--- config.mk ---
export PLATFORM = sky130hd
export DESIGN_NAME = chm_ctrl
export DESIGN_NICKNAME = d
export VERILOG_FILES = /design/src/hdl/chm_pkg.sv /design/src/hdl/chm_ctrl.sv
export SDC_FILE = /design/constraint.sdc
export NUM_CORES = 1
export LEC_CHECK = 0
export ABC_AREA = 1
export BUFFER_PORTS_ARGS = -buffer_cell sky130_fd_sc_hd__buf_4
export CORE_ASPECT_RATIO = 0.9
export CORE_MARGIN = 5
export CORE_UTILIZATION = 48
export CTS_CLUSTER_SIZE = 30
export DETAILED_ROUTE_END_ITERATION = 7
export PLACE_DENSITY = 0.83
export SETUP_SLACK_MARGIN = 0.5
export SYNTH_ARGS = -nofsm -noshare
export SYNTH_HDL_FRONTEND = slang
export SYNTH_SLANG_ARGS = --single-unit
--- constraint.sdc ---
create_clock -name i_clk -period 5.59 [get_ports i_clk]
set_clock_uncertainty 0.05 [all_clocks]
set_input_delay 0.8385 -clock i_clk [delete_from_list [all_inputs] [get_ports i_clk]]
set_output_delay 0.8385 -clock i_clk [all_outputs]
set_load 0.01 [all_outputs]
--- src/hdl/chm_pkg.sv ---
// ----------------------------------------------------------------------------
// chm_pkg: shared types and constants of the chained hash map
// Request kinds, cell operations, the control word broadcast to the cell
// row, and the default size of the entry pool.
// ----------------------------------------------------------------------------
package chm_pkg;

    localparam int KIND_W          = 2;
    localparam int KEY_W           = 32;
    localparam int VALUE_W         = 32;
    localparam int ENTRY_COUNT_DEF = 256;

    typedef enum logic [KIND_W-1:0] {
        KIND_INSERT = 2'd0,
        KIND_GET    = 2'd1,
        KIND_REMOVE = 2'd2,
        KIND_NONE   = 2'd3
    } t_kind;

    typedef enum logic [1:0] {
        S_IDLE,
        S_WALK
    } t_state;

    // What every cell of the row does under the broadcast control word.
    typedef enum logic [2:0] {
        CELL_HOLD,
        CELL_ROTATE,
        CELL_SHIFT,
        CELL_LOAD,
        CELL_UPDATE
    } t_cell_op;

    typedef struct packed {
        t_cell_op           op;
        logic [KEY_W-1:0]   key;
        logic [VALUE_W-1:0] value;
    } t_cell_ctl;

endpackage

--- src/hdl/chm_ctrl.sv ---
// ----------------------------------------------------------------------------
// chm_ctrl: request sequencer of the chained hash map
// Takes one request word, compares it against the head of the ring once a
// cycle while the ring rotates, then updates, loads or drops an entry as its
// kind requires and registers the result word.
// ----------------------------------------------------------------------------
module chm_ctrl
    import chm_pkg::*;
#(
    parameter int ENTRY_COUNT = ENTRY_COUNT_DEF,
    parameter int CNT_W       = $clog2(ENTRY_COUNT + 1)
) (
    input  logic               i_clk,
    input  logic               i_rst_n,
    input  logic               i_valid,
    output logic               o_stall,
    input  logic [KIND_W-1:0]  i_kind,
    input  logic [KEY_W-1:0]   i_lookup_key,
    input  logic [VALUE_W-1:0] i_new_value,
    output logic               o_valid,
    input  logic               i_stall,
    output logic               o_hit,
    output logic [VALUE_W-1:0] o_found_value,
    output logic               o_refused,
    input  logic [KEY_W-1:0]   i_head_key,
    input  logic [VALUE_W-1:0] i_head_value,
    output t_cell_ctl          o_ctl,
    output logic [CNT_W-1:0]   o_count
);

    localparam int                STEP_W = $clog2(ENTRY_COUNT);
    localparam logic [CNT_W-1:0] FULL   = CNT_W'(ENTRY_COUNT);
    localparam logic [CNT_W-1:0] ONE    = CNT_W'(1);

    t_state             r_state;
    t_state             n_state;
    t_kind              r_kind;
    t_kind              n_kind;
    logic [KEY_W-1:0]   r_key;
    logic [KEY_W-1:0]   n_key;
    logic [VALUE_W-1:0] r_value;
    logic [VALUE_W-1:0] n_value;
    logic [CNT_W-1:0]   r_count;
    logic [CNT_W-1:0]   n_count;
    logic [STEP_W-1:0]  r_step;
    logic [STEP_W-1:0]  n_step;
    logic               r_out_valid;
    logic               n_out_valid;
    logic               r_hit;
    logic               n_hit;
    logic [VALUE_W-1:0] r_found;
    logic [VALUE_W-1:0] n_found;
    logic               r_refused;
    logic               n_refused;

    logic               w_empty;
    logic               w_match;
    logic               w_last;
    logic               w_full;
    logic               w_out_free;
    logic               w_fin;
    logic               w_fin_hit;
    logic [VALUE_W-1:0] w_fin_found;
    logic               w_fin_refused;
    t_cell_op           w_fin_op;
    logic [CNT_W-1:0]   w_fin_count;

    assign w_empty    = (r_count == '0);
    assign w_match    = !w_empty && (i_head_key == r_key);
    assign w_last     = w_empty || ((CNT_W'(r_step) + ONE) == r_count);
    assign w_full     = (r_count == FULL);
    assign w_out_free = !r_out_valid || !i_stall;

    // Outcome of the current head compare.
    always_comb begin
        w_fin         = 1'b0;
        w_fin_hit     = 1'b0;
        w_fin_found   = '0;
        w_fin_refused = 1'b0;
        w_fin_op      = CELL_HOLD;
        w_fin_count   = r_count;
        if (r_kind == KIND_NONE) begin
            w_fin = 1'b1;
        end else if (w_match) begin
            w_fin       = 1'b1;
            w_fin_hit   = 1'b1;
            w_fin_found = i_head_value;
            unique case (r_kind)
                KIND_INSERT: w_fin_op = CELL_UPDATE;
                KIND_REMOVE: begin
                    w_fin_op    = CELL_SHIFT;
                    w_fin_count = r_count - ONE;
                end
                default: w_fin_op = CELL_HOLD;
            endcase
        end else if (w_last) begin
            w_fin = 1'b1;
            if (r_kind == KIND_INSERT) begin
                if (w_full) begin
                    w_fin_refused = 1'b1;
                end else begin
                    w_fin_op    = CELL_LOAD;
                    w_fin_count = r_count + ONE;
                end
            end
        end
    end

    always_comb begin
        n_state     = r_state;
        n_kind      = r_kind;
        n_key       = r_key;
        n_value     = r_value;
        n_count     = r_count;
        n_step      = r_step;
        n_out_valid = r_out_valid;
        n_hit       = r_hit;
        n_found     = r_found;
        n_refused   = r_refused;
        o_ctl.op    = CELL_HOLD;
        o_ctl.key   = r_key;
        o_ctl.value = r_value;

        if (r_out_valid && !i_stall) begin
            n_out_valid = 1'b0;
        end

        unique case (r_state)
            S_IDLE: begin
                if (i_valid) begin
                    n_kind  = t_kind'(i_kind);
                    n_key   = i_lookup_key;
                    n_value = i_new_value;
                    n_step  = '0;
                    n_state = S_WALK;
                end
            end
            S_WALK: begin
                if (w_fin) begin
                    // Hold the request until the result register frees up.
                    if (w_out_free) begin
                        o_ctl.op    = w_fin_op;
                        n_count     = w_fin_count;
                        n_out_valid = 1'b1;
                        n_hit       = w_fin_hit;
                        n_found     = w_fin_found;
                        n_refused   = w_fin_refused;
                        n_state     = S_IDLE;
                    end
                end else begin
                    o_ctl.op = CELL_ROTATE;
                    n_step   = r_step + STEP_W'(1);
                end
            end
            default: n_state = S_IDLE;
        endcase
    end

    always_ff @(posedge i_clk) begin
        if (!i_rst_n) begin
            r_state     <= S_IDLE;
            r_count     <= '0;
            r_out_valid <= 1'b0;
        end else begin
            r_state     <= n_state;
            r_count     <= n_count;
            r_out_valid <= n_out_valid;
        end
    end

    always_ff @(posedge i_clk) begin
        r_kind    <= n_kind;
        r_key     <= n_key;
        r_value   <= n_value;
        r_step    <= n_step;
        r_hit     <= n_hit;
        r_found   <= n_found;
        r_refused <= n_refused;
    end

    assign o_stall       = (r_state != S_IDLE);
    assign o_valid       = r_out_valid;
    assign o_hit         = r_hit;
    assign o_found_value = r_found;
    assign o_refused     = r_refused;
    assign o_count       = r_count;

endmodule

==> results.toml, run 1 <==
[status]
status = "complete, no violations"

[timing]
holdWs_ns = 0.445
post-route-period-util_pct = 60.4
setup_violations = 0
rsz0062_at_grt = "false"
slew_headroom_pct = 27.7
fmax_mhz = 296
timing.final.hold_violations = 0
worstMarginPinSlew_ns = 1.07
finalMaxSlewViolations = 0
fin_crit_ns = 3.38
tns_ns = 0

[die]
die_h_um = 113
die-area_sq_mm = 0.0140
rows = 37
io_pins = 246
fp.coreArea_sq_mm = 0.0115
start_util_pct = 49.1
die_w_um = 124

[detailed_routing]
wl_um = 16900
drc_errors = 0
ant_nets = 0
drt_iter0_drc = 254
first_pass_iters = 5
vias = 4828
routed_via_density = 4.78
routedWlPerCell_um = 16.8

[yosys]
syn_avg_cell_area_sq_um = 9.72
synth-warning-count = 0
synthDistinctLibCells = 33
ys_seq_area_share_pct = 61.4
syn-num-nets = 723
synthCells = 580
netlist.top_cell.by_area = "edfxtp_1"
synth_top_cell_area_share_pct = 57.5
ys_top_cells_by_area = "edfxtp_1, nand2_1, inv_1"
synth-seq-cells = 119
async_reset_ff_share_pct = 0
synth_flop_cell = "edfxtp_1"
synth_area_sq_mm = 0.00564
synth-edff-count = 108

[clock_tree]
cts_buffers = 17
htree_levels = 4
clk_pin_slew_worst_paths_ns = 0.06
post-cts-setup-buffers = 0
cts_tree = "yes"
clk_latency_ns = 0.42
cts_hold_buf = 0
clock-sinks = 119
cts_resized = 0
clock-root-buffer = "clkbuf_16"
cts_buffer_depth = 2

[run]
cap_viol_max_count = 0

[global_routing]
grt_pass1_vias = 5197
grt_pass1_wl_um = 26600
grt_usage_pct = 24.5
grt_remaining_overflow = 0
antenna_found_initial = 0
grt_max_degree = 67

[worst_setup_path]
path_cells = "ha_1 > inv_1 > nand2_1 > nand2_1 > nor2_1 > nand3_1 > nor2_1 > nand2_1 > nor2_2 > nand2_2 > nand3_4 > inv_1 > nand2_1 > nand2_1 > nor3_2 > buf_4"
slowest_delay_ns = 0.46
crit_top_cell = "nand2_1"
cp-end-kind = "output pin"
arrival_ns = 2.49
required_ns = 4.70
crit_slowest_cell = "edfxtp_1"
critPathLaunchType = "flop"
crit_fanout = 5
worstSetupPathType = "flop to output pin"

[cells_and_area]
layout_commonest_cell = "buf_4"
nets = 984
antenna_cells = 0
fin_cells = 1010
layout-drive-gt1-share_pct = 35.9
stdcell_area_sq_mm = 0.00824
area_delta_synth_final_pct = 46.2
mostFrequentLayoutCells = "buf_4, nand2_1, inv_1"

[pwr]
power_density_mw_per_mm2 = 315
peakVddDrop_uv = 257
p_leak_nw = 4.04

[place]
gp_congestion = 0.860
place_area_sq_mm = 0.00767
dp.cells = 978
hpwl_um = 13100
port_buffers = 245

[min_path]
hp-class = "flop to flop"
==> power breakdown <==
part | leakage, nW | internal [mW] | total (mW) | switching (mW)
logic | 2.64 | 0.196 | 0.420 | 0.225
registers | 1.12 | 1.06 | 1.11 | 0.0451
clock network | 0.281 | 0.655 | 1.07 | 0.415
total | 4.04 | 1.92 | 2.60 | 0.685
==> synth_stat cells (2+ instances only) <==
master,number
nor2_2,4
xnor2_1,17
a21oi_1,12
dfxtp_1,11
nor3b_1,2
edfxtp_1,108
nand2_1,130
nand2_4,2
nand4_1,11
inv_1,117
nor2_1,82
a21oi_2,2
inv_2,2
and2_1,3
ha_1,8
nor2_4,3
o21ai_0,17
nand3_1,19
nand2_2,6
o21ai_2,2
xor2_1,5
buf_2,3
or2_2,2
nand3_2,3
==> routing by layer <==
metal,track usage [%],wire [um]
met3,9.82,1310
met2,43.4,8830
met5,0,0
met1,26.4,6330
met4,9.64,444
==> kinds of logic after synthesis <==
family | synth area share (%)
compound gates | 3.53
simple gates | 21.1
xor+xnor | 3.42
fa+ha+maj | 2.13
buf+inv | 8.45
flops | 61.4
==> final timing paths <==
path / startpoint / to / slack (ns) / depth (start not counted)
worst max-delay path: r_step[0] / o_ctl[66] / 2.21 / 16
worst min-delay path: o_valid / o_valid / 0.45 / 2
worst max register to register: r_step[0] / o_found_value[29] / 2.43 / 16
worst min register to register: o_valid / o_valid / 0.45 / 2
==> metrics by stage <==
step                utilization (%)  total power [mW]  setup WS, ns
global placement               66.8              1.53          2.14
finish                         71.8              2.60          2.21
detailed placement             66.8              1.55          1.98
CTS                            71.8              2.62          2.21
global route                   71.8              2.71          1.97
floorplan                         -              1.31          1.38
==> state kept, by name (all words and copies together) (netlist names) <==
| register | cells |
|---|---|
| r_kind | 2 |
| o_found_value | 32 |
| o_valid | 1 |
| r_step | 8 |
| r_key | 32 |
| o_hit | 1 |
| o_count | 9 |
| o_refused | 1 |
| r_value | 32 |
| r_state | 1 |
==> cell type report <==
class | count | area, sq um
clock buffers | 17 | 425
clock inverters | 15 | 151
fillers | 858 | 3240
inverters | 119 | 447
multi-input cells | 337 | 1710
flip-flops and latches | 119 | 3460
well taps | 156 | 195
repair buffers | 247 | 1850
==> worst max-delay path, delay by kind of cell (launching register included) <==
kind | cells | cell delay (ns)
AND/OR/NAND/NOR | 12 | 0.94
flip-flops | 1 | 0.46
adder cells (fa/ha/maj) | 1 | 0.37
buffers and inverters | 3 | 0.28
(Power assumes the default switching activity.)
==> inputs of run 2 (changes only) <==
==> constraint.sdc (replaced) <==
create_clock -name i_clk -period 3.43 [get_ports i_clk]
set_clock_uncertainty 0.05 [all_clocks]
set_input_delay 0.5145 -clock i_clk [delete_from_list [all_inputs] [get_ports i_clk]]
set_output_delay 0.5145 -clock i_clk [all_outputs]
set_load 0.01 [all_outputs]
==> run 2 against run 1 <==
Net effect: clock power grew 62%; routed wire length increased by 0.87%; core utilization is 2.8 points higher; die area unchanged; first-iteration DRC count decreased by 2.0%.
==> results.toml, run 2 (synthesis results as in run 1) <==
[status]
status = "complete, no violations"

[pwr]
switchingPower_mw = 1.12
pwr-share-comb_pct = 17.3
peakVddDrop_uv = 411
p_sw_share_pct = 26.1
clock_power_share_pct = 40.4
p_leak_nw = 4.15
power_density_mw_per_mm2 = 500
pwr-share-seq_pct = 42.3
p_int_mw = 3.17

[die]
io_pins = 246
die-area_sq_mm = 0.0140
die_h_um = 113
rows = 37
start_util_pct = 49.1
fp.coreArea_sq_mm = 0.0115
die_w_um = 124

[cells_and_area]
layout-drive-gt1-share_pct = 40.9
fin_cells = 1033
nets = 1007
mostFrequentLayoutCells = "buf_4, nand2_1, inv_1"
fin_util_pct = 74.6
antenna_cells = 0
layout_commonest_cell = "buf_4"
area_delta_synth_final_pct = 51.9

[min_path]
min_delay_path_depth = 1
hold_path_end = "r_value[14]"
hp-class = "input pin to flop"
hp-start = "i_new_value[14]"

[timing]
fmax_mhz = 343
rsz0062_at_grt = "true"
post-route-period-util_pct = 84.9
fin_crit_ns = 2.91
worstMarginPinSlew_ns = 1.16
tns_ns = 0
holdWs_ns = 0.221
slew_headroom_pct = 21.7
timing.final.hold_violations = 0
setup_violations = 0
fin_ws_ns = 0.517
finalMaxSlewViolations = 0

[global_routing]
grt_remaining_overflow = 0
grt_usage_pct = 23.4
antenna_found_initial = 0
grt_pass1_wl_um = 25800
grt_max_degree = 67
grt_pass1_vias = 5168

[clock_tree]
clk_pin_slew_worst_paths_ns = 0.06
htree_levels = 4
clock-root-buffer = "clkbuf_16"
cts_tree = "yes"
cts_hold_buf = 0
cts_buffer_depth = 2
clock-sinks = 119
cts_buffers = 17
clk_latency_ns = 0.42

[worst_setup_path]
cp-end-kind = "output pin"
arrival_ns = 2.35
slowest_delay_ns = 0.43
required_ns = 2.87
rr_endpoint = "o_count[8]"
rr_worst_depth = 16
critPathLaunchType = "flop"
r2r-start = "r_key[23]"
worstSetupPathType = "flop to output pin"
cp.buffers_inverters = 3
crit_slowest_cell = "edfxtp_1"
regToRegSetupSlack_ns = 0.57
path_cells = "xnor2_1 > nand2_1 > nor2_1 > nand2_1 > nor2_2 > nand2_4 > buf_4 > nand3_4 > inv_2 > nand2_2 > nand2_2 > nor3_2 > buf_4"
critical_path.top_delay_family = "simple AND/OR/NAND/NOR gates"
crit_fanout = 6

[place]
gp_congestion = 0.898
port_buffers = 245
place_ws_ns = 0.183
dp.cells = 979
hpwl_um = 12900

[detailed_routing]
routedWlPerCell_um = 16.5
drc_errors = 0
ant_nets = 0
wl_um = 17100
routed_via_density = 4.84
first_pass_iters = 4
drt_iter0_drc = 249
vias = 5000

[run]
cap_viol_max_count = 0
[run 2: cell types whose count changed in the layout (fill, tap and decap cells not counted), moves of 5 or more]
cell | before | now
buf_4 | 247 | 268
dfxtp_1 | 11 | 6
dfxtp_2 | 0 | 5
ha_1 | 8 | 3
ha_4 | 0 | 5
inv_1 | 117 | 110
inv_2 | 2 | 7
nand2_1 | 130 | 125
nand2_2 | 6 | 11
[run 2: timing repair]
item	in CTS	in global routing
resized for setup	7	30
buffers inserted	7	15
endpoints found under the setup margin	5	7
pin swaps	3	11
[run 2: per-layer routing]
metal / share of wire (%) / routed length (um) / track usage (%)
met5: 0 / 0 / 0
met1: 36 / 6080 / 24.5
met3: 9.4 / 1610 / 10.4
met4: 3.1 / 526 / 11.0
met2: 52 / 8850 / 40.6
[run 2: power by group through the flow]
stage                     Combinational (mW)  Sequential (mW)  Clock, mW
after floorplan                        0.261             1.88          0
after global placement                 0.663             1.83          0
after detailed placement               0.680             1.84          0
after CTS                              0.709             1.81       1.76
after global routing                   0.805             1.82       1.83
final                                  0.741             1.81       1.73
[run 2: how the worst max path moves through the flow]
stage                   startpoint         end  cells after the start
global route              r_key[3]  o_count[8]                     19
floorplan            i_head_key[1]  o_count[7]                     19
CTS                     o_count[0]  o_count[7]                     20
detailed placement   i_head_key[1]  o_count[7]                     20
finish                   r_key[23]   o_ctl[66]                     13
global placement    i_head_key[26]  o_count[7]                     20
[run 2: final cells by class]
cell class | count | area, sq um
timing repair buffer | 270 | 2030
clock buffer | 18 | 429
inverter | 119 | 453
multi-input combinational | 337 | 1840
sequential | 119 | 3470
fill | 809 | 2910
clock inverter | 14 | 151
tap | 156 | 195
[run 2: per-stage QoR]
step                      instance area [sq um]  power (mW)
final                                      8570        4.28
after global routing                       8570        4.46
after CTS                                  8330        4.28
after detailed placement                   7670        2.52
after global placement                     7670        2.49
after floorplan                            5640        2.14
