## config.mk

```make
export PLATFORM = sky130hd
export DESIGN_NAME = chm_cell
export DESIGN_NICKNAME = d
export VERILOG_FILES = /design/src/hdl/chm_pkg.sv /design/src/hdl/chm_cell.sv
export SDC_FILE = /design/constraint.sdc
export NUM_CORES = 1
export LEC_CHECK = 0
export BUFFER_PORTS_ARGS = -buffer_cell sky130_fd_sc_hd__clkbuf_2
export CORE_AREA = 2 2 104 106
export CTS_BUF_LIST = sky130_fd_sc_hd__clkbuf_16
export CTS_CLUSTER_DIAMETER = 150
export DETAILED_ROUTE_END_ITERATION = 12
export DIE_AREA = 0 0 106 108
export PLACE_DENSITY = 0.72
export SYNTH_ARGS = -nofsm -noshare
export SYNTH_HDL_FRONTEND = slang
export SYNTH_SLANG_ARGS = --single-unit
export TNS_END_PERCENT = 10
```

## constraint.sdc

```tcl
create_clock -name i_clk -period 4.4 [get_ports i_clk]
set_input_delay 0.22 -clock i_clk [delete_from_list [all_inputs] [get_ports i_clk]]
set_output_delay 0.22 -clock i_clk [all_outputs]
set_load 0.05 [all_outputs]
```

## src/hdl/chm_pkg.sv

```systemverilog
// ----------------------------------------------------------------------------
// chm_pkg: shared types and constants of the chained hash map
// Request kinds, cell operations, the control word broadcast to the cell
// row, and the default size of the entry pool.
// ----------------------------------------------------------------------------
package chm_pkg;

    localparam int KIND_W          = 2;
    localparam int KEY_W           = 32;
    localparam int VALUE_W         = 32;
    localparam int ENTRY_COUNT_DEF = 256;

    typedef enum logic [KIND_W-1:0] {
        KIND_INSERT = 2'd0,
        KIND_GET    = 2'd1,
        KIND_REMOVE = 2'd2,
        KIND_NONE   = 2'd3
    } t_kind;

    typedef enum logic [1:0] {
        S_IDLE,
        S_WALK
    } t_state;

    // What every cell of the row does under the broadcast control word.
    typedef enum logic [2:0] {
        CELL_HOLD,
        CELL_ROTATE,
        CELL_SHIFT,
        CELL_LOAD,
        CELL_UPDATE
    } t_cell_op;

    typedef struct packed {
        t_cell_op           op;
        logic [KEY_W-1:0]   key;
        logic [VALUE_W-1:0] value;
    } t_cell_ctl;

endpackage

```

## src/hdl/chm_cell.sv

```systemverilog
// ----------------------------------------------------------------------------
// chm_cell: one entry of the map
// Holds one key and its value. The occupied cells form a ring that starts
// at cell 0; on a rotate each cell takes its right neighbor and the last
// occupied cell takes the head. A shift drops the head.
// ----------------------------------------------------------------------------
module chm_cell
    import chm_pkg::*;
#(
    parameter int CNT_W      = 9,
    parameter int CELL_INDEX = 0
) (
    input  logic               i_clk,
    input  t_cell_ctl          i_ctl,
    input  logic [CNT_W-1:0]   i_count,
    input  logic [KEY_W-1:0]   i_next_key,
    input  logic [VALUE_W-1:0] i_next_value,
    input  logic [KEY_W-1:0]   i_head_key,
    input  logic [VALUE_W-1:0] i_head_value,
    output logic [KEY_W-1:0]   o_key,
    output logic [VALUE_W-1:0] o_value
);

    // This cell is the tail of the ring when count equals its index plus one,
    // and the first free cell when count equals its index.
    localparam logic [CNT_W-1:0] TAIL_POS = CNT_W'(CELL_INDEX + 1);
    localparam logic [CNT_W-1:0] FREE_POS = CNT_W'(CELL_INDEX);
    localparam bit               IS_HEAD  = (CELL_INDEX == 0);

    logic [KEY_W-1:0]   r_key;
    logic [KEY_W-1:0]   n_key;
    logic [VALUE_W-1:0] r_value;
    logic [VALUE_W-1:0] n_value;

    always_comb begin
        n_key   = r_key;
        n_value = r_value;
        unique case (i_ctl.op)
            CELL_HOLD: begin
            end
            CELL_ROTATE: begin
                if (i_count == TAIL_POS) begin
                    n_key   = i_head_key;
                    n_value = i_head_value;
                end else begin
                    n_key   = i_next_key;
                    n_value = i_next_value;
                end
            end
            CELL_SHIFT: begin
                n_key   = i_next_key;
                n_value = i_next_value;
            end
            CELL_LOAD: begin
                if (i_count == FREE_POS) begin
                    n_key   = i_ctl.key;
                    n_value = i_ctl.value;
                end
            end
            CELL_UPDATE: begin
                if (IS_HEAD) begin
                    n_value = i_ctl.value;
                end
            end
            default: begin
            end
        endcase
    end

    always_ff @(posedge i_clk) begin
        r_key   <= n_key;
        r_value <= n_value;
    end

    assign o_key   = r_key;
    assign o_value = r_value;

endmodule

```

==> results of run 1 <==
[routing by layer]
layer,routed length [µm],track usage,vias up
li1,-,-,1801
met1,4310,0.205,1701
met2,6020,0.365,234
met3,1160,0.0555,31
met4,321,0.0883,0
met5,0,0,-
[critical path: stages]
cell	delay [ps]
sky130_fd_sc_hd__clkbuf_2	500
sky130_fd_sc_hd__buf_4	410
sky130_fd_sc_hd__nand2_2	630
sky130_fd_sc_hd__mux2i_1	390
sky130_fd_sc_hd__a21oi_1	110
[cell families after synthesis]
family	after synthesis	synth area share
flip-flops	64	0.519
multiplexers	64	0.173
buffers and inverters	27	0.0379
AO/OA/AOI/OAI	97	0.175
AND/OR/NAND/NOR	81	0.0950
[registers in the layout (all words and copies together) (netlist names)]
name and flops:
o_value 32, o_key 32
[placed cells by master, fill, tap and decap left out]
cell type	count
sky130_fd_sc_hd__clkinv_2	1
sky130_fd_sc_hd__nor2_1	35
sky130_fd_sc_hd__edfxtp_1	64
sky130_fd_sc_hd__inv_1	4
sky130_fd_sc_hd__nor3_2	1
sky130_fd_sc_hd__a221o_1	32
sky130_fd_sc_hd__o21ai_0	32
sky130_fd_sc_hd__or2_1	1
sky130_fd_sc_hd__nor3b_4	1
sky130_fd_sc_hd__nor2_4	1
sky130_fd_sc_hd__nor2b_2	1
sky130_fd_sc_hd__clkbuf_2	268
sky130_fd_sc_hd__nand3_1	1
sky130_fd_sc_hd__nor2_2	1
sky130_fd_sc_hd__nor4_2	2
sky130_fd_sc_hd__nor2b_1	1
sky130_fd_sc_hd__mux2i_1	64
sky130_fd_sc_hd__a21oi_1	32
sky130_fd_sc_hd__clkinv_1	1
sky130_fd_sc_hd__clkbuf_16	9
sky130_fd_sc_hd__nand4_1	1
sky130_fd_sc_hd__nand2_2	1
sky130_fd_sc_hd__a31oi_1	1
sky130_fd_sc_hd__buf_4	6
sky130_fd_sc_hd__nand2_1	33
sky130_fd_sc_hd__nand2b_1	1
[stage by stage]
step | util | instances | hold slack (ps) | instance area, µm²
after global routing | 0.526 | 731 | 203 | 5390
after detailed placement | 0.503 | 717 | 525 | 5140
final | 0.526 | 731 | 198 | 5390
after floorplan | - | 333 | 434 | 3700
after CTS | 0.526 | 731 | 188 | 5390
after global placement | 0.503 | 717 | 521 | 5140
[worst max path at each step]
stage / startpoint / to / slack (ps) / cells past startpoint
after floorplan: i_ctl[64] / o_key[0] / 980 / 4
after global placement: i_ctl[64] / o_value[5] / 1880 / 6
after detailed placement: i_ctl[64] / o_key[6] / 1810 / 5
after CTS: i_ctl[64] / o_key[6] / 2130 / 5
after global routing: i_ctl[64] / o_key[30] / 2020 / 5
final: i_ctl[64] / o_key[6] / 2130 / 5
[power by group through the flow]
stage | Clock (W) | Sequential [W] | Combinational, W
final | 0.000592 | 0.000773 | 0.000540
after detailed placement | 0 | 0.000786 | 0.000541
after global placement | 0 | 0.000784 | 0.000533
after global routing | 0.000636 | 0.000777 | 0.000572
after CTS | 0.000613 | 0.000774 | 0.000542
after floorplan | 0 | 0.00101 | 0.000125
[layout make-up]
class	count	area (µm²)
fill	947	4840
sequential	64	1920
multi-input combinational	242	1660
timing repair buffer	274	1390
clock buffer	9	225
tap	136	170
clock inverter	5	20.0
inverter	1	3.75
==> summary.md, run 1 <==
| Metric | Value |
|---|---|
| Status | completed |
| Horizontal extent of the die | 106 µm |
| Max transition margin | 0.292 |
| Internal power | 0.00129 W |
| CP Class | primary input to flop |
| Worst Path Arrival | 2310 ps |
| Area share of the largest cell type after synthesis | 0.519 |
| Top cell type by total area after synthesis | sky130_fd_sc_hd__edfxtp_1 |
| Kind of path behind the tightest hold check | primary input to flop |
| Total Nets Final | 797 |
| Count of unique library cells instantiated by Yosys | 21 |
| Total routing resource utilization after global routing | 0.196 |
| Overall power after layout | 0.00191 W |
| Cts-stage hold buffer count | 0 |
| Total of flip-flops plus latches after synthesis | 64 |
| Hold EP | o_value[1] |
| Area enclosed by the die boundary | 11400 µm² |
| Total of cells resized after clock tree synthesis | 0 |
| Starting density of the core | 0.362 |
| Setup tns final | 0 ps |
| Sink Count | 64 |
| Sequential power share | 0.406 |
| Number of enable-type register cells in the synthesized netlist | 64 |
| Initial drt markers | 195 |
| Antenna diodes | 0 |
| Placeable core region | 10200 µm² |
| Measured slew at the worst slew-check pin | 1060 ps |
| Gpl congestion | 0.807 |
| Drt wl/cell | 16.2 µm |
| Biggest area contributors in the synthesized netlist | sky130_fd_sc_hd__edfxtp_1, sky130_fd_sc_hd__mux2i_1, sky130_fd_sc_hd__a221o_1 |
| P_sw | 0.000618 W |
| Wire length of the first global-routing pass | 17.2 mm |
| Largest net degree at the start of global routing | 65 |
| Standby leakage power | 2.71 nW |
| Post-detailed-route via-to-cell ratio | 5.15 |
| Count of antenna-violating nets left after detailed routing | 0 |
| Final max-slew violation count | 0 |
| Number of placement rows | 37 |
| Worst setup EP type | flop |
| Share of synthesized flip-flops with an asynchronous set or reset | 0 |
| Chip Height | 108 µm |
| DRC Markers | 0 |
| Switching part of the total | 0.324 |
| Number of H-tree branching levels | 3 |
| Clk pin slew, worst setup/hold paths | 50 ps |
| Total routed wirelength | 11.8 mm |
| Hold Fails Final Rpt | 0 |
| Peak Freq | 0.440 GHz |
| Setup repair after global routing missed its margin | no |
| Combinational share of power | 0.283 |
| Top Ports | 269 |
| CP required | 4440 ps |
| Largest voltage drop on the vdd net | 145 µV |
| Leading cell types by count after synthesis | sky130_fd_sc_hd__edfxtp_1, sky130_fd_sc_hd__mux2i_1, sky130_fd_sc_hd__nor2_1 |
| Part of the Yosys area used for sequential elements | 0.519 |
| Clock network fraction of total power | 0.311 |
| Final period demand of the worst path | 2270 ps |
| Proportion of layout cells with a drive suffix above 1 | 0.491 |
| Max-cap violation count | 0 |
| Hold Path Cell Cnt | 2 |
| Final setup violating endpoints | 0 |
| HPWL Detailed | 9.27 mm |
| Number of port buffers | 268 |
| Global route total overflow | 0 |
| Largest fanout on the critical path | 32 |
| Router iterations before antenna repair | 4 |
| Setup slack after layout | 2130 ps |
| Longest Clk Path Bufs | 2 |
| Most instantiated flip-flop cell in the synthesis netlist | sky130_fd_sc_hd__edfxtp_1 |
| Netlist area before placement | 3700 µm² |
| Post-CTS setup buffer count | 0 |
| Total number of vias | 3767 |
| Minimum setup slack after placement | 1810 ps |
| Signed area change from the synthesized netlist to the final layout | 45.5% |
| Hold path startpoint | i_head_value[1] |
| Clock root buffer | sky130_fd_sc_hd__clkbuf_16 |
| Clock tree from TritonCTS | built |
| Gate Count Post-Synth | 333 |
| Number of antenna violations at the first check in global routing | 0 |
| Total number of yosys warnings | 0 |
| Startpoint type of the worst setup path | primary input |
| Via count of the first global-routing pass | 3538 |
| Period utilization | 0.517 |
| Power per standard cell area | 354 nW/µm² |
| Syn nets | 538 |
| TritonCTS buffer count | 9 |
| Post-Synthesis Mean Instance Area | 11.1 µm² |
(Power assumes the default switching activity.)
==> inputs of run 2 (changes only) <==
--- a/config.mk
+++ b/config.mk
@@ -6,12 +6,12 @@
 export NUM_CORES = 1
 export LEC_CHECK = 0
 export BUFFER_PORTS_ARGS = -buffer_cell sky130_fd_sc_hd__clkbuf_2
-export CORE_AREA = 2 2 104 106
+export CORE_MARGIN = 2
+export CORE_UTILIZATION = 37
 export CTS_BUF_LIST = sky130_fd_sc_hd__clkbuf_16
 export CTS_CLUSTER_DIAMETER = 150
 export DETAILED_ROUTE_END_ITERATION = 12
-export DIE_AREA = 0 0 106 108
-export PLACE_DENSITY = 0.72
+export PLACE_DENSITY = 0.77
 export SYNTH_ARGS = -nofsm -noshare
 export SYNTH_HDL_FRONTEND = slang
 export SYNTH_SLANG_ARGS = --single-unit
==> constraint.sdc (replaced) <==
create_clock -name i_clk -period 2 [get_ports i_clk]
set_input_delay 0.1 -clock i_clk [delete_from_list [all_inputs] [get_ports i_clk]]
set_output_delay 0.1 -clock i_clk [all_outputs]
set_load 0.05 [all_outputs]
==> summary.md, run 2 (synthesis results as in run 1) <==
| Metric | Value |
|---|---|
| Largest voltage drop on the vdd net | 434 µV (+200%) |
| Measured slew at the worst slew-check pin | 450 ps (-611 ps) |
| Max transition margin | 0.700 (+0.408) |
| Power per standard cell area | 812 nW/µm² (+130%) |
| Kind of path behind the tightest hold check | primary input to flop |
| Worst Path Arrival | 1510 ps (-800 ps) |
| Filler-free cell count of the finished design | 737 (+0.82%) |
| Post-CTS setup buffer count | 0 (unchanged) |
| Uppermost layer routed | met4 |
| Hold EP | o_value[19] |
| Total routing resource utilization after global routing | 0.207 (+0.0109) |
| Startpoint type of the worst setup path | primary input |
| Clock root buffer | sky130_fd_sc_hd__clkbuf_16 |
| Post-placement cell count | 721 (+0.56%) |
| CP Class | primary input to flop |
| Setup repair after global routing missed its margin | no |
| Non-Filler Cell Area, Final | 5570 µm² (+3.3%) |
| Hold Path Cell Cnt | 2 (unchanged) |
| Gpl congestion | 0.866 (+7.2%) |
| Max-cap violation count | 0 (unchanged) |
| Total routed wirelength | 11.5 mm (-2.4%) |
| Wire length on met1 | 4.38 mm (+1.6%) |
| CP required | 2070 ps (-2370 ps) |
| Number of placement rows | 36 (-2.7%) |
| Longest Clk Path Bufs | 2 (unchanged) |
| Clock network fraction of total power | 0.357 (+0.046) |
| Overall power after layout | 0.00452 W (+140%) |
| Clock tree from TritonCTS | built |
| Post-detailed-placement cell area | 5250 µm² (+2.2%) |
| Peak Freq | 0.693 GHz |
| Starting density of the core | 0.380 (+0.0187) |
| Placeable core region | 9730 µm² (-4.9%) |
| Top Ports | 269 (unchanged) |
| Hold Fails Final Rpt | 0 (unchanged) |
| Sink Count | 64 (unchanged) |
| Sequential power share | 0.377 (-0.029) |
| Number of antenna violations at the first check in global routing | 0 (unchanged) |
| Wire length of the first global-routing pass | 17.8 mm (+4.0%) |
| P_sw | 0.00139 W (+130%) |
| Antenna diodes | 0 (unchanged) |
| Number of port buffers | 268 (unchanged) |
| Switching part of the total | 0.309 (-0.0156) |
| Status | completed |
| Largest net degree at the start of global routing | 59 (-9.2%) |
| Final setup violating endpoints | 0 (unchanged) |
| Post-detailed-route via-to-cell ratio | 5.07 (-1.7%) |
| Total number of vias | 3735 (-0.85%) |
| Setup tns final | 0 ps (unchanged) |
| Chip Height | 104 µm (-3.7%) |
| Cts-stage hold buffer count | 0 (unchanged) |
| Number of fill cells in the layout | 872 (-7.9%) |
| Combinational share of power | 0.267 (-0.016) |
| Initial drt markers | 130 (-33%) |
| TritonCTS buffer count | 9 (unchanged) |
| Final max-slew violation count | 0 (unchanged) |
| Horizontal extent of the die | 104 µm (-1.9%) |
| Hold path startpoint | i_head_value[19] |
| Area enclosed by the die boundary | 10800 µm² (-5.5%) |
| Number of H-tree branching levels | 3 (unchanged) |
| Period utilization | 0.721 |
| Drt wl/cell | 15.7 µm (-3.2%) |
| Standby leakage power | 2.79 nW (+2.9%) |
| Worst setup EP type | flop |
| Clk pin slew, worst setup/hold paths | 50 ps (about the same) |
| Count of antenna-violating nets left after detailed routing | 0 (unchanged) |
| DRC Markers | 0 (unchanged) |
| Wire length on met3 | 927 µm (-20%) |
| Final period demand of the worst path | 1440 ps |
| Wire length on met2 | 6.04 mm (+0.22%) |
| Proportion of layout cells with a drive suffix above 1 | 0.502 (+0.0109) |
| Global route total overflow | 0 (unchanged) |
| Internal power | 0.00312 W (+140%) |
| Total of cells resized after clock tree synthesis | 0 (unchanged) |
| Signed area change from the synthesized netlist to the final layout | 50.4% |
| HPWL Detailed | 9.11 mm (-1.7%) |
| Most frequent cells in the layout | sky130_fd_sc_hd__clkbuf_2, sky130_fd_sc_hd__mux2i_1, sky130_fd_sc_hd__edfxtp_1, sky130_fd_sc_hd__nor2_1, sky130_fd_sc_hd__nand2_1 |
| Total Nets Final | 804 (+0.88%) |
| Most common cell after layout, fill and taps aside | sky130_fd_sc_hd__clkbuf_2 |
| Via count of the first global-routing pass | 3659 (+3.4%) |
| Router iterations before antenna repair | 4 (unchanged) |
| Largest fanout on the critical path | 32 (unchanged) |
run 2: cell types whose count changed in the layout (fill, tap and decap cells not counted), sizes merged:
cell / before / now
buf: 6 / 13
bufinv: 0 / 2
clkinv: 2 / 5
inv: 4 / 1
run 2: stage by stage:
stage          hold WS, ps  utilization  setup WS, ps
2_1_floorplan          314            -          -146
3_3_place_gp           405        0.540           296
3_5_place_dp           406        0.540           232
4_1_cts               70.6        0.572           564
5_1_grt               88.7        0.572           475
6_report              79.2        0.572           558
run 2: how the worst max path moves through the flow:
stage               startpoint           to  slack, ps  cells after the start
floorplan            i_ctl[64]   o_value[0]       -150                      5
global placement    i_count[1]  o_value[10]        300                      6
detailed placement  i_count[4]  o_value[20]        230                      6
CTS                 i_count[4]  o_value[20]        560                      6
global route        i_count[5]    o_key[25]        470                      7
finish              i_count[4]  o_value[20]        560                      6
run 2: critical path, stage by stage:
cell and delay (ps):
sky130_fd_sc_hd__clkbuf_2 110, sky130_fd_sc_hd__nor4_2 320, sky130_fd_sc_hd__nand3_1 190, sky130_fd_sc_hd__nor2b_2 190, sky130_fd_sc_hd__buf_4 230, sky130_fd_sc_hd__a221o_1 340
run 2: layout make-up:
class,count,area [µm²],share of cell area
Sequential cell,64,1920,0.345
Timing Repair Buffer,281,1500,0.270
Clock inverter,7,86.3,0.0155
Inverter,1,3.75,0.000674
Clock buffer,9,225,0.0405
Multi-Input combinational cell,242,1660,0.298
Tap cell,133,166,0.0299
run 2: power by group through the flow:
stage / clock [W] / combinational, W / sequential, W
finish: 0.00161 / 0.00121 / 0.00170
global route: 0.00170 / 0.00127 / 0.00171
CTS: 0.00164 / 0.00121 / 0.00170
detailed placement: 0 / 0.00121 / 0.00173
global placement: 0 / 0.00119 / 0.00172
floorplan: 0 / 0.000278 / 0.00222
run 2: metal layers:
| metal | vias up | track usage |
|---|---|---|
| met2 | 173 | 0.386 |
| met4 | 0 | 0.0724 |
| met1 | 1727 | 0.220 |
| li1 | 1819 | - |
| met3 | 16 | 0.0602 |
| met5 | - | 0 |
